## config.mk

```make
export PLATFORM = sky130hd
export DESIGN_NAME = sbus_frame_decoder
export DESIGN_NICKNAME = d
export VERILOG_FILES = /design/src/rtl/core/sbfd_pkg.sv /design/src/rtl/core/sbfd_rx.sv /design/src/rtl/core/sbfd_chan.sv /design/src/rtl/core/sbus_frame_decoder.sv
export SDC_FILE = /design/constraint.sdc
export NUM_CORES = 1
export LEC_CHECK = 0
export BUFFER_PORTS_ARGS = -buffer_cell sky130_fd_sc_hd__buf_2
export CORE_MARGIN = 5
export CORE_UTILIZATION = 63
export DETAILED_ROUTE_END_ITERATION = 16
export HOLD_SLACK_MARGIN = 0.02
export PLACE_DENSITY_LB_ADDON = 0.2
export SYNTH_ARGS = -nofsm -noshare
export SYNTH_HDL_FRONTEND = slang
export SYNTH_SLANG_ARGS = --single-unit
```

## constraint.sdc

```tcl
create_clock -name i_clk -period 8.2 [get_ports i_clk]
set_input_delay 1.64 -clock i_clk [delete_from_list [all_inputs] [get_ports i_clk]]
set_output_delay 1.64 -clock i_clk [all_outputs]
set_load 0.01 [all_outputs]
```

## src/rtl/core/sbfd_pkg.sv

```systemverilog
// Types and constants for the frame decoder.
// No dependencies; imported by every module of the block.
`timescale 1ns / 1ps

package sbfd_pkg;

    localparam int FRAME_BYTES     = 25;
    localparam int CHANNELS        = 16;
    localparam int COUNT_W         = 5;
    localparam int ADDR_W          = 5;
    localparam int CH_W            = 4;
    localparam int RAW_W           = 11;
    localparam int PW_W            = 12;
    localparam int CEN_W           = 11;
    localparam int WIN_W           = 24;
    localparam int SHIFT_W         = 3;
    localparam int RAW9_W          = 15;
    localparam int PROD_W          = 31;
    localparam int TDATA_W         = 40;
    localparam int TUSER_W         = 1;
    localparam int FIRST_DATA_BYTE = 1;
    localparam int LOST_LEVEL      = 8'h0C;
    localparam int CENTER          = 1024;
    localparam int PW_OFFSET       = 590;
    localparam int DIV10_MUL       = 52429;
    localparam int DIV10_SHIFT     = 19;
    localparam int CHECK_LAST      = 3;
    localparam int CENTER_CHANNELS = 9;

    typedef enum logic [2:0] {
        ST_IDLE,
        ST_FETCH,
        ST_START,
        ST_CALC,
        ST_SEND
    } t_state;

    typedef struct packed {
        logic frame_ok;
        logic lost;
    } t_rx_stat;

    typedef struct packed {
        logic               load;
        logic               start;
        logic [SHIFT_W-1:0] shift;
    } t_chan_ctl;

endpackage

```

## src/rtl/core/sbfd_rx.sv

```systemverilog
// Byte collector: frame store memory, byte count, overlong and lost flags.
// Depends on sbfd_pkg.
`timescale 1ns / 1ps

module sbfd_rx
    import sbfd_pkg::*;
(
    input  logic              i_clk,
    input  logic              i_rst_n,
    input  logic              i_wr_en,
    input  logic [7:0]        i_data,
    input  logic              i_end,
    input  logic [ADDR_W-1:0] i_rd_addr,
    output logic [7:0]        o_rd_data,
    output t_rx_stat          o_stat
);

    logic [7:0]         r_mem [FRAME_BYTES];
    logic [7:0]         r_rd_data;
    logic [COUNT_W-1:0] r_count;
    logic               r_overlong;
    logic               r_lost;
    logic               w_room;

    assign w_room = (r_count < COUNT_W'(FRAME_BYTES));

    always_ff @(posedge i_clk) begin
        if (i_wr_en && w_room) begin
            r_mem[r_count] <= i_data;
        end
        r_rd_data <= r_mem[i_rd_addr];
    end

    always_ff @(posedge i_clk) begin
        if (!i_rst_n) begin
            r_count    <= '0;
            r_overlong <= 1'b0;
        end else if (i_wr_en) begin
            if (i_end) begin
                r_count    <= '0;
                r_overlong <= 1'b0;
            end else if (w_room) begin
                r_count <= r_count + COUNT_W'(1);
            end else begin
                r_overlong <= 1'b1;
            end
        end
    end

    always_ff @(posedge i_clk) begin
        if (i_wr_en && (r_count == COUNT_W'(FRAME_BYTES - 1))) begin
            r_lost <= (i_data >= 8'(LOST_LEVEL));
        end
    end

    assign o_rd_data       = r_rd_data;
    assign o_stat.frame_ok = i_wr_en && i_end && !r_overlong
                             && (r_count == COUNT_W'(FRAME_BYTES - 1));
    assign o_stat.lost     = r_lost;

endmodule

```

## src/rtl/core/sbfd_chan.sv

```systemverilog
// Shared channel unit: byte window, bit extract, and pulse width scaling.
// Depends on sbfd_pkg. Start passes r_v1 then r_v2 to raise o_done.
`timescale 1ns / 1ps

module sbfd_chan
    import sbfd_pkg::*;
(
    input  logic             i_clk,
    input  logic             i_rst_n,
    input  t_chan_ctl        i_ctl,
    input  logic [7:0]       i_byte,
    output logic             o_done,
    output logic [RAW_W-1:0] o_raw,
    output logic [PW_W-1:0]  o_pw
);

    logic [WIN_W-1:0]  r_win;
    logic [RAW_W-1:0]  r_raw1;
    logic [RAW_W-1:0]  r_raw2;
    logic [PROD_W-1:0] r_prod;
    logic              r_v1;
    logic              r_v2;
    logic [RAW9_W-1:0] w_raw9;

    assign w_raw9 = RAW9_W'({r_raw1, 3'b000}) + RAW9_W'(r_raw1);

    always_ff @(posedge i_clk) begin
        if (i_ctl.load) begin
            r_win <= {i_byte, r_win[WIN_W-1:8]};
        end
        if (i_ctl.start) begin
            r_raw1 <= RAW_W'(r_win >> i_ctl.shift);
        end
        r_raw2 <= r_raw1;
        r_prod <= PROD_W'(w_raw9) * PROD_W'(DIV10_MUL);
    end

    always_ff @(posedge i_clk) begin
        if (!i_rst_n) begin
            r_v1 <= 1'b0;
            r_v2 <= 1'b0;
        end else begin
            r_v1 <= i_ctl.start;
            r_v2 <= r_v1;
        end
    end

    assign o_done = r_v2;
    assign o_raw  = r_raw2;
    assign o_pw   = PW_W'(r_prod[PROD_W-1:DIV10_SHIFT]) + PW_W'(PW_OFFSET);

endmodule

```

## src/rtl/core/sbus_frame_decoder.sv

```systemverilog
// Top level of the 16-channel serial frame decoder: sequencer and output register.
// Depends on sbfd_pkg, sbfd_rx and sbfd_chan.
//
//   channel   dir  tdata bits (low first)                           tuser       tlast
//   s_axis    in   data_byte[7:0]                                   -           frame_end
//   m_axis    out  channel[3:0] raw_value[14:4] pulse_width[26:15]  frame_lost  last
//                  centered_value[37:27] zero[39:38]
//
// A byte is taken whenever one is offered while the block is idle.
// A 25-byte frame then goes through a zero check of 4 channels and the output
// of all 16 channels; for each channel the sequencer reads three bytes of the
// frame store, starts the shared channel unit and waits for its result, and each
// output result adds a send state that holds until the result is taken.
// Input is not ready from the end of a good frame until its last result is taken.
// Reset (synchronous, active low) returns to idle with an empty frame.
`timescale 1ns / 1ps

module sbus_frame_decoder
    import sbfd_pkg::*;
(
    input  logic               i_clk,
    input  logic               i_rst_n,
    input  logic               s_axis_tvalid,
    output logic               s_axis_tready,
    input  logic [7:0]         s_axis_tdata,  // data_byte[7:0]
    input  logic               s_axis_tlast,
    output logic               m_axis_tvalid,
    input  logic               m_axis_tready,
    output logic [TDATA_W-1:0] m_axis_tdata,  // channel, raw_value, pulse_width, centered_value
    output logic [TUSER_W-1:0] m_axis_tuser,  // frame_lost
    output logic               m_axis_tlast
);

    t_state             r_state;
    t_state             n_state;
    logic [CH_W-1:0]    r_ch;
    logic [1:0]         r_rd;
    logic               r_emit;
    logic               r_zero;
    logic [TDATA_W-1:0] r_tdata;
    logic [TUSER_W-1:0] r_tuser;
    logic               r_tlast;

    logic               w_accept;
    t_rx_stat           w_stat;
    logic [7:0]         w_rd_data;
    logic [ADDR_W-1:0]  w_rd_addr;
    logic [7:0]         w_bitpos;
    t_chan_ctl          w_ctl;
    logic               w_done;
    logic [RAW_W-1:0]   w_raw;
    logic [PW_W-1:0]    w_pw;
    logic [CEN_W-1:0]   w_cent;

    assign w_accept  = s_axis_tvalid && s_axis_tready;
    assign w_bitpos  = 8'({r_ch, 3'b000}) + 8'({r_ch, 1'b0}) + 8'(r_ch);
    assign w_rd_addr = ADDR_W'(FIRST_DATA_BYTE) + ADDR_W'(w_bitpos[7:3]) + ADDR_W'(r_rd);
    assign w_cent    = ((r_ch < CH_W'(CENTER_CHANNELS)) && !r_zero)
                       ? (w_raw - CEN_W'(CENTER)) : '0;

    sbfd_rx u_rx (
        .i_clk     (i_clk),
        .i_rst_n   (i_rst_n),
        .i_wr_en   (w_accept),
        .i_data    (s_axis_tdata),
        .i_end     (s_axis_tlast),
        .i_rd_addr (w_rd_addr),
        .o_rd_data (w_rd_data),
        .o_stat    (w_stat)
    );

    sbfd_chan u_chan (
        .i_clk   (i_clk),
        .i_rst_n (i_rst_n),
        .i_ctl   (w_ctl),
        .i_byte  (w_rd_data),
        .o_done  (w_done),
        .o_raw   (w_raw),
        .o_pw    (w_pw)
    );

    always_comb begin
        n_state = r_state;
        unique case (r_state)
            ST_IDLE: begin
                if (w_stat.frame_ok) begin
                    n_state = ST_FETCH;
                end
            end
            ST_FETCH: begin
                if (r_rd == 2'd3) begin
                    n_state = ST_START;
                end
            end
            ST_START: begin
                n_state = ST_CALC;
            end
            ST_CALC: begin
                if (w_done) begin
                    n_state = r_emit ? ST_SEND : ST_FETCH;
                end
            end
            ST_SEND: begin
                if (m_axis_tready) begin
                    n_state = (r_ch == CH_W'(CHANNELS - 1)) ? ST_IDLE : ST_FETCH;
                end
            end
            default: begin
                n_state = ST_IDLE;
            end
        endcase
    end

    always_comb begin
        s_axis_tready = 1'b0;
        m_axis_tvalid = 1'b0;
        w_ctl.load    = 1'b0;
        w_ctl.start   = 1'b0;
        w_ctl.shift   = w_bitpos[SHIFT_W-1:0];
        unique case (r_state)
            ST_IDLE: begin
                s_axis_tready = 1'b1;
            end
            ST_FETCH: begin
                w_ctl.load = (r_rd != 2'd0);
            end
            ST_START: begin
                w_ctl.start = 1'b1;
            end
            ST_CALC: begin
            end
            ST_SEND: begin
                m_axis_tvalid = 1'b1;
            end
            default: begin
            end
        endcase
    end

    always_ff @(posedge i_clk) begin
        if (!i_rst_n) begin
            r_state <= ST_IDLE;
            r_ch    <= '0;
            r_rd    <= '0;
            r_emit  <= 1'b0;
            r_zero  <= 1'b0;
        end else begin
            r_state <= n_state;
            unique case (r_state)
                ST_IDLE: begin
                    if (w_stat.frame_ok) begin
                        r_ch   <= '0;
                        r_rd   <= '0;
                        r_emit <= 1'b0;
                        r_zero <= 1'b0;
                    end
                end
                ST_FETCH: begin
                    r_rd <= r_rd + 2'd1;
                end
                ST_START: begin
                end
                ST_CALC: begin
                    if (w_done && !r_emit) begin
                        r_zero <= r_zero || (w_raw == '0);
                        if (r_ch == CH_W'(CHECK_LAST)) begin
                            r_ch   <= '0;
                            r_emit <= 1'b1;
                        end else begin
                            r_ch <= r_ch + CH_W'(1);
                        end
                    end
                end
                ST_SEND: begin
                    if (m_axis_tready) begin
                        r_ch <= r_ch + CH_W'(1);
                    end
                end
                default: begin
                end
            endcase
        end
    end

    always_ff @(posedge i_clk) begin
        if ((r_state == ST_CALC) && w_done && r_emit) begin
            r_tdata <= {2'b00, w_cent, w_pw, w_raw, r_ch};
            r_tuser <= TUSER_W'(w_stat.lost);
            r_tlast <= (r_ch == CH_W'(CHANNELS - 1));
        end
    end

    assign m_axis_tdata = r_tdata;
    assign m_axis_tuser = r_tuser;
    assign m_axis_tlast = r_tlast;

endmodule

```

======== Word level (Yosys, flattened, before mapping) ========
Memory sizes are Yosys's and may differ from the RTL's. A register that Yosys moved wholly into a read port is not among the register bits.
Index checks and enable logic that the tools add are counted.
operators by class
  add/sub/neg operators ................... 10
  $mul .................................... 1
  magnitude comparators ................... 3
  equality and inequality tests ........... 15
  shifts and indexed selects .............. 1
  mux-type cells .......................... 30
  reduce and logical (&&, ||, !) cells .... 28
operators by type and width
  cell                    number
  $mul 15x16->31 const B  1
  $shr 24x3->11           1
  $mux 4                  4
  $add 14x11->15          1
  $mux 3                  5
  $pmux 3 s5              1
  $mux 1                  13
  $add 12x10->12 const B  1
  $pmux 4 s3              1
  $reduce_and 4->1        3
  $logic_not 11->1        1
  $sub 11x11->11 const B  1
  $logic_and 1x1->1       10
  $mux 5                  2
  $ne 2x2->1 const B      5
  $add 7x5->8             1
  $add 8x4->8             1
  $ge 8x4->1 const B      1
  $reduce_bool 2->1       4
  $eq 3x2->1 const B      2
  $reduce_and 2->1        3
  $add 1x5->5 const A     1
  $add 5x1->5 const B     1
  $add 5x2->5             1
  19 further kinds        23
storage, ports and cells
  register bits ........................... 137
  RAM bits ................................ 200
  input bits .............................. 13
  memories ................................ 1
memories
  name        words  bits a word  rd ports  clocked after memory_dff  write ports  RTL line       text
  u_rx.r_mem  25     8            1         1                         1            sbfd_rx.sv:18  logic [7:0] r_mem [FRAME_BYTES];

======== Logic depth before layout (Yosys ltp) ========
Gate-level depths: netlist of the first run.
  word-level depth ........................ 8
  gate-level depth with buffers ........... 28
  depth with buffers taken out ............ 27

======== Cells and area by module ========
Synthesis of the first run repeated with hierarchy kept, for this count alone.
unflattened totals
  cell total of the unflattened synthesis .. 1205
  area total of the unflattened synthesis .. 16998.8 um^2
by module, submodules not included
  module              instances  cells an instance  area an instance (um^2)  seq. area each (um^2)
  sbfd_rx             1          445                8425.6                   6316.1
  sbfd_chan           1          583                6263.5                   1551.5
  sbus_frame_decoder  1          177                2309.7                   1421.4

======== Least setup slack after synthesis of the first run ========
No wires, ideal clock.
  path kind ............................... reg2reg
  start ................................... reg u_chan.r_raw1[0]
  end ..................................... reg u_chan.r_prod[30]
  library setup time ...................... 0.072 ns
  arrival ................................. 7.050 ns
  setup slack ............................. 1.078 ns
  stages on the path, launching flop included .. 28
  path buffers ............................ 0
  period minus slack after synthesis ...... 7.122 ns
  path through ............................ edfxtp_1 -> ha_1 -> fa_1 -> a211oi_1 -> o21ai_1 -> a21o_1 -> a21oi_1 -> nor2_1 -> xnor2_1 -> inv_1 -> ha_1 -> fa_1 -> fa_1 -> inv_1 -> fa_1 -> inv_1 -> fa_1 -> inv_1 -> fa_1 -> inv_1 -> ha_1 -> and4_1 -> o2111ai_1 -> a41oi_1 -> a221oi_2 -> o21bai_1 -> a221oi_1 -> xnor2_1
between the ends
  cells in the longest elaborated chain, start to end .. 2
RTL lines
  element                   RTL line         text
  start: declaration        sbfd_chan.sv:18  logic [RAW_W-1:0] r_raw1;
  start signal: assignment  sbfd_chan.sv:32  r_raw1 <= RAW_W'(r_win >> i_ctl.shift);
  $add 14x11->15            sbfd_chan.sv:25  assign w_raw9 = RAW9_W'({r_raw1, 3'b000}) + RAW9_W'(r_raw1);
  $mul 15x16->31            sbfd_chan.sv:35  r_prod <= PROD_W'(w_raw9) * PROD_W'(DIV10_MUL);
  end signal: assignment    sbfd_chan.sv:35
  end: declaration          sbfd_chan.sv:20  logic [PROD_W-1:0] r_prod;
No other way between the ends.
A chain may end at the register's enable or synchronous reset.

======== Worst setup path after layout of the first run ========
  start ................................... reg u_chan.r_raw1[0]
  end ..................................... reg u_chan.r_prod[27]
The elaborated chain is that of the path after synthesis.

==> flow_metrics.tcl, run 1 <==
set metrics [dict create \
    critPathCaptureType "register" \
    cap_violations 0 \
    leakage_nw 7.76 \
    core_area_um2 28500 \
    yosys.area_share.simple_pct 11.7 \
    vias 12200 \
    row_count 62 \
    slew_headroom_pct 18.5 \
    grt_pass1_vias 11900 \
    wirelength_um 40400 \
    finalClockSkew_ns 0.0175 \
    async_flop_share_pct 0 \
    yosys.area_share.xor_xnor_pct 2.48 \
    fp.dieH_um 179 \
    wire_per_inst_um 20.6 \
    cts_hold_buffers 0 \
    htreeDepth 2 \
    cp.required_ns 8.59 \
    synth_area_um2 18100 \
    nets 1764 \
    grt_overflow_total 0 \
    slew_viol_final 0 \
    cts_made_buffers 34 \
    port_buffers 54 \
    cts_resized 0 \
    die_w_um 179 \
    synthAdderAreaFrac_pct 16.2 \
    synth_area_leaders "edfxtp_1 (46%), ha_1 (9.3%), fa_1 (6.9%)" \
    cpMostUsedCell "fa_1" \
    synth-edff-count 276 \
    cp-start-kind "register" \
    place_area_um2 18600 \
    die_area_um2 32200 \
    grt_max_degree 57 \
    clkLatencyLatePin_ns 0.52 \
    setup_viol 0 \
    rsz0062_at_grt "no" \
    vdd_drop_max_uv 184 \
    fin_setup_tns_ns 0 \
    synth_top_area_cell "edfxtp_1" \
    cts.reportedPaths.clkPinSlew_ns 0.07 \
    hp-class "register to register" \
    seq_area_frac_synth_pct 51.4 \
    drtIter0Drc 1187 \
    start_util_pct 63.4 \
    grtUsageTotal_pct 24.6 \
    diodes 0 \
    postCtsSetupBuffers 0 \
    synth_top_family_by_area "adder cells" \
    path_class "register to register" \
    finalHoldViolCount 0 \
    crit_arrival_ns 8.11 \
    finalCriticalPeriod_ns 7.72 \
    synth_top_area_share_pct 45.8 \
    synthDistinctLibCells 77 \
    antenna_found_initial 0 \
    max_stage_delay_ns 0.57 \
    synth-compound-area-share_pct 10.7 \
    post-route-period-util_pct 94.1 \
    dpl.hpwl_um 28700 \
    stdcell_area_um2 19700 \
    drive_gt1_share_pct 10.1 \
    syn_avg_cell_area_um2 11.9 \
    gp_congestion 0.961 \
    cts_tree "done" \
    post_drt_via_cell_ratio 6.23 \
    ys_warn_count 0 \
    synth.most_common_cell "edfxtp_1" \
    slowest_stage "fa_1" \
    ys_ff_latch 326 \
    worst_pin_slew_ns 1.21 \
    boundaryPins 57 \
    muxShareOfSynthArea_pct 3.04 \
    drc_errors 0 \
    power.density_nw_per_um2 170 \
    area_growth_pct 9.10 \
    grt_pass1_wl_um 64400 \
    cts_buffer_depth 3 \
    status "finished clean" \
    cts_root_buf "clkbuf_16" \
    fmax_mhz 130 \
    cts_sinks 326 \
    drtAntennaViolNets 0 \
    firstDrtPassIters 6 \
    ys.flop_type "edfxtp_1" \
    cp_max_fo 6 \
    synthTopCellsByCount "edfxtp_1 (276), ha_1 (135), inv_1 (131), nand2_1 (121), nand3_1 (78)" \
    netlist_instances 1518 \
]
critical path: cells and delay by family (launching register included):
| family | cells | cell delay, ns |
|---|---|---|
| compound gates | 9 | 1.86 |
| buf+inv | 6 | 0.49 |
| xor+xnor | 2 | 0.57 |
| fa+ha+maj | 9 | 3.90 |
| simple gates | 2 | 0.31 |
| flops | 1 | 0.48 |
sequential cells by signal, indices dropped and copies added (netlist names), 2 cells and up:
name / flops
u_chan.o_raw: 11
u_rx.r_mem: 200
u_rx.o_rd_data: 8
r_rd: 2
u_rx.r_count: 5
m_axis_tdata: 38
u_chan.r_win: 24
u_chan.r_raw1: 11
r_ch: 4
r_state: 3
u_chan.r_prod: 12
kinds of logic after synthesis:
group,Yosys count
AOI/OAI and AO/OA,272
xor gates and xnor gates,47
adders and majority gates,197
buffers and inverters,201
DFF,326
muxes,49
other,1
and+or+nand+nor,425
power breakdown:
| part | leakage (nW) | total (mW) | internal (mW) | switching [mW] |
|---|---|---|---|---|
| clock | 0.532 | 1.52 | 0.900 | 0.620 |
| sequential | 2.90 | 1.80 | 1.80 | 0.00260 |
| combinational | 4.33 | 0.0399 | 0.00765 | 0.0322 |
| total | 7.76 | 3.36 | 2.70 | 0.655 |
cell usage in the layout, fill, tap and decap left out, types with 12 or more instances in the layout:
cell	instances
buf_2	54
xor2_1	12
xnor2_1	31
mux2i_1	29
fa_1	62
nand2_1	121
o211ai_1	29
mux2_2	17
a21oi_1	44
ha_1	135
and2_1	15
inv_1	131
o21ai_0	47
a21o_1	21
a31oi_1	15
edfxtp_1	276
nand3_1	78
nor2_1	74
clkbuf_16	35
nand4_1	24
and3_1	35
nor3_1	12
buf_4	14
nand2b_1	12
dfxtp_1	50
layer usage:
| layer | routed length, µm | track usage [%] |
|---|---|---|
| met1 | 16300 | 33.8 |
| met2 | 19600 | 40.9 |
| met3 | 3190 | 3.90 |
| met4 | 1270 | 7.80 |
| met5 | 0 | 0 |
cell type report:
type                            count  area, µm²
Timing Repair Buffer               68        375
Fill cell                        2070       8820
Tap cell                          384        480
Clock inverter                     16        171
Clock buffer                       44        930
Sequential cell                   326       9290
Multi-Input combinational cell    992       7990
Inverter                          132        495
per-stage QoR:
step           hold WS, ns  power [mW]  cells  util, %  setup slack (ns)
6_report             0.398        3.36   1962     69.1             0.483
3_5_place_dp         0.389        1.87   1900     65.2             0.362
2_1_floorplan        0.381        1.85   1519        -              1.08
4_1_cts              0.401        3.38   1960     69.1             0.286
5_1_grt              0.413        3.46   1962     69.1            0.0526
3_3_place_gp         0.386        1.87   1900     65.2             0.597
worst paths after layout:
check	start	end	slack, ns	cells after the start
max	u_chan.r_raw1[0]$_DFFE_PP_	u_chan.r_prod[27]$_DFF_P_	0.48	28
min reg2reg	u_rx.o_rd_data[5]$_DFF_P_	u_chan.r_win[21]$_DFFE_PP_	0.40	0
max reg2reg	u_chan.r_raw1[0]$_DFFE_PP_	u_chan.r_prod[27]$_DFF_P_	0.48	28
min	u_rx.o_rd_data[5]$_DFF_P_	u_chan.r_win[21]$_DFFE_PP_	0.40	0
Power figures use the tool's default switching activity.
==> inputs of run 2 (changes only) <==
GPL_ROUTABILITY_DRIVEN = 0   (was default)
SYNTH_HIERARCHICAL = 1   (was default)
==> flow_metrics.tcl, run 2 <==
set metrics [dict create \
    row_count 60 \
    rr_startpoint "u_chan/r_raw1[0]$_DFFE_PP_" \
    hp-class "register to register" \
    cpMostUsedCell "fa_1" \
    cp.required_ns 8.60 \
    regMostFlops "u_rx/r_mem" \
    grt_pass1_wl_um 54000 \
    cts_tree "done" \
    drtAntennaViolNets 0 \
    cp_top_family "adder cells" \
    cts_made_buffers 34 \
    crit_buf_inv 4 \
    post-route-period-util_pct 90.5 \
    cts_root_buf "clkbuf_16" \
    die_w_um 174 \
    drtIter0Drc 914 \
    layout.cells.most_common_list "edfxtp_1 (276), inv_1 (139), ha_1 (134)" \
    synth_area_um2 17000 \
    nets 1471 \
    slew_viol_final 0 \
    synth_top_area_cell "edfxtp_1" \
    cts_resized 0 \
    finalCriticalPeriod_ns 7.42 \
    fin_setup_tns_ns 0 \
    start_util_pct 63.6 \
    post_drt_via_cell_ratio 5.98 \
    htreeDepth 2 \
    drc_errors 0 \
    cts.reportedPaths.clkPinSlew_ns 0.06 \
    synthTopCellsByCount "edfxtp_1 (276), inv_1 (140), ha_1 (134), fa_1 (63), nor2_1 (57)" \
    synthDistinctLibCells 83 \
    fmax_mhz 135 \
    cp_max_fo 6 \
    core_area_um2 26700 \
    sw_frac_of_total_pct 19.7 \
    grtUsageTotal_pct 22.5 \
    grt_overflow_total 0 \
    max_stage_delay_ns 0.58 \
    rsz0062_at_grt "no" \
    p_comb_share_pct 1.1 \
    largest_reg_flops 200 \
    path_class "register to register" \
    worstHoldStart "u_chan/r_prod[19]$_DFF_P_" \
    cts_buffer_depth 3 \
    critPathCaptureType "register" \
    final_common_cell "edfxtp_1" \
    drive_gt1_share_pct 15.6 \
    critPathLaunch "u_chan/r_raw1[0]$_DFFE_PP_" \
    wire_per_inst_um 20.7 \
    syn_avg_cell_area_um2 14.1 \
    port_buffers 54 \
    async_flop_share_pct 0 \
    grt_pass1_vias 9758 \
    synth.most_common_cell "edfxtp_1" \
    netlist_instances 1205 \
    status "finished clean" \
    slowest_stage "fa_1" \
    ys_ff_latch 326 \
    leakage_nw 7.25 \
    area_growth_pct 9.54 \
    cp-start-kind "register" \
    synth_top_area_share_pct 48.8 \
    ys_warn_count 6 \
    finalHoldViolCount 0 \
    boundaryPins 57 \
    setup_viol 0 \
    crit_arrival_ns 7.82 \
    cap_violations 0 \
    wirelength_um 33600 \
    slew_headroom_pct 24.8 \
    clkLatencyLatePin_ns 0.52 \
    worst_slack_ns 0.777 \
    clkPwrFrac_pct 45.1 \
    seq_area_frac_synth_pct 54.6 \
    antenna_found_initial 0 \
    die_area_um2 30400 \
    holdWs_ns 0.409 \
    total_power_mw 3.34 \
    firstDrtPassIters 5 \
    fp.dieH_um 174 \
    grt_max_degree 51 \
    power.density_nw_per_um2 179 \
    finalClockSkew_ns 0.0215 \
    nFillCells 1799 \
    vias 9735 \
    vdd_drop_max_uv 227 \
    ys.flop_type "edfxtp_1" \
    p_seq_share_pct 53.8 \
    power_switching_uw 657 \
    synth-edff-count 276 \
    dpl.hpwl_um 23700 \
    postCtsSetupBuffers 0 \
    synth_area_leaders "edfxtp_1 (49%), ha_1 (9.9%), fa_1 (7.4%)" \
    cts_hold_buffers 0 \
    cts_sinks 326 \
    worst_pin_slew_ns 1.13 \
    intPower_mw 2.68 \
    diodes 0 \
    place_worst_setup_slack_ns 0.810 \
]
run 2: logic make-up after synthesis:
kind of cell,share of synthesized area (%)
buffers and inverters,4.63
AO/OA/AOI/OAI,6.35
multiplexers,8.24
flip-flops,54.6
adder cells (fa/ha/maj),17.3
other,0.0221
XOR/XNOR,2.07
AND/OR/NAND/NOR,6.76
run 2: power by group through the flow:
stage / Sequential, mW / Clock [mW] / Combinational, mW
2_1_floorplan: 1.83 / 0 / 0.0123
3_3_place_gp: 1.83 / 0 / 0.0349
3_5_place_dp: 1.83 / 0 / 0.0361
4_1_cts: 1.80 / 1.53 / 0.0363
5_1_grt: 1.80 / 1.61 / 0.0393
6_report: 1.80 / 1.51 / 0.0362
run 2: cell type report:
| class | count | area [µm²] | area share (%) |
|---|---|---|---|
| Inverter | 141 | 529 | 2.84 |
| Clock buffer | 44 | 940 | 5.05 |
| Timing Repair Buffer | 61 | 323 | 1.73 |
| Multi-Input combinational cell | 697 | 6950 | 37.3 |
| Clock inverter | 17 | 160 | 0.860 |
| Sequential cell | 326 | 9290 | 49.9 |
| Tap cell | 341 | 427 | 2.29 |
run 2: final timing paths:
check,end,slack (ns),cells past startpoint
worst max-delay path,u_chan/r_prod[29]$_DFF_P_,0.78,26
worst min-delay path,m_axis_tdata[15]$_DFFE_PP_,0.41,0
worst max register to register,u_chan/r_prod[29]$_DFF_P_,0.78,26
worst min register to register,m_axis_tdata[15]$_DFFE_PP_,0.41,0
run 2: layer usage:
metal  vias up  global-route usage (%)  routed length, µm
met5         -                       0                  0
met4         0                    7.46               1050
met3        71                    3.41               2040
met2       325                    36.0              16300
met1      4823                    32.2              14300
li1       4516                       -                  -
run 2: metrics by stage:
| step | area [µm²] | instances | util [%] |
|---|---|---|---|
| 3_3_place_gp | 17500 | 1566 | 65.6 |
| 4_1_cts | 18600 | 1627 | 69.7 |
| 3_5_place_dp | 17500 | 1566 | 65.6 |
| 2_1_floorplan | 17000 | 1206 | - |
| 6_report | 18600 | 1627 | 69.7 |
| 5_1_grt | 18600 | 1627 | 69.7 |
run 2: worst reg2reg max path: stages, from the launching register on:
cell and delay (ns):
edfxtp_1 0.46, ha_1 0.20, inv_1 0.05, fa_1 0.40
nor2b_1 0.15, o21ai_2 0.08, a21boi_2 0.17, o21ai_2 0.08
a211oi_1 0.25, xnor2_1 0.31, inv_1 0.09, ha_1 0.34
fa_1 0.58, inv_1 0.10, fa_1 0.54, fa_1 0.55
inv_1 0.05, fa_1 0.50, fa_1 0.50, ha_1 0.34
nand2_1 0.09, a2111oi_0 0.37, a22oi_1 0.24, nand4_1 0.22
nand3_1 0.16, a311o_1 0.35, o311ai_1 0.09
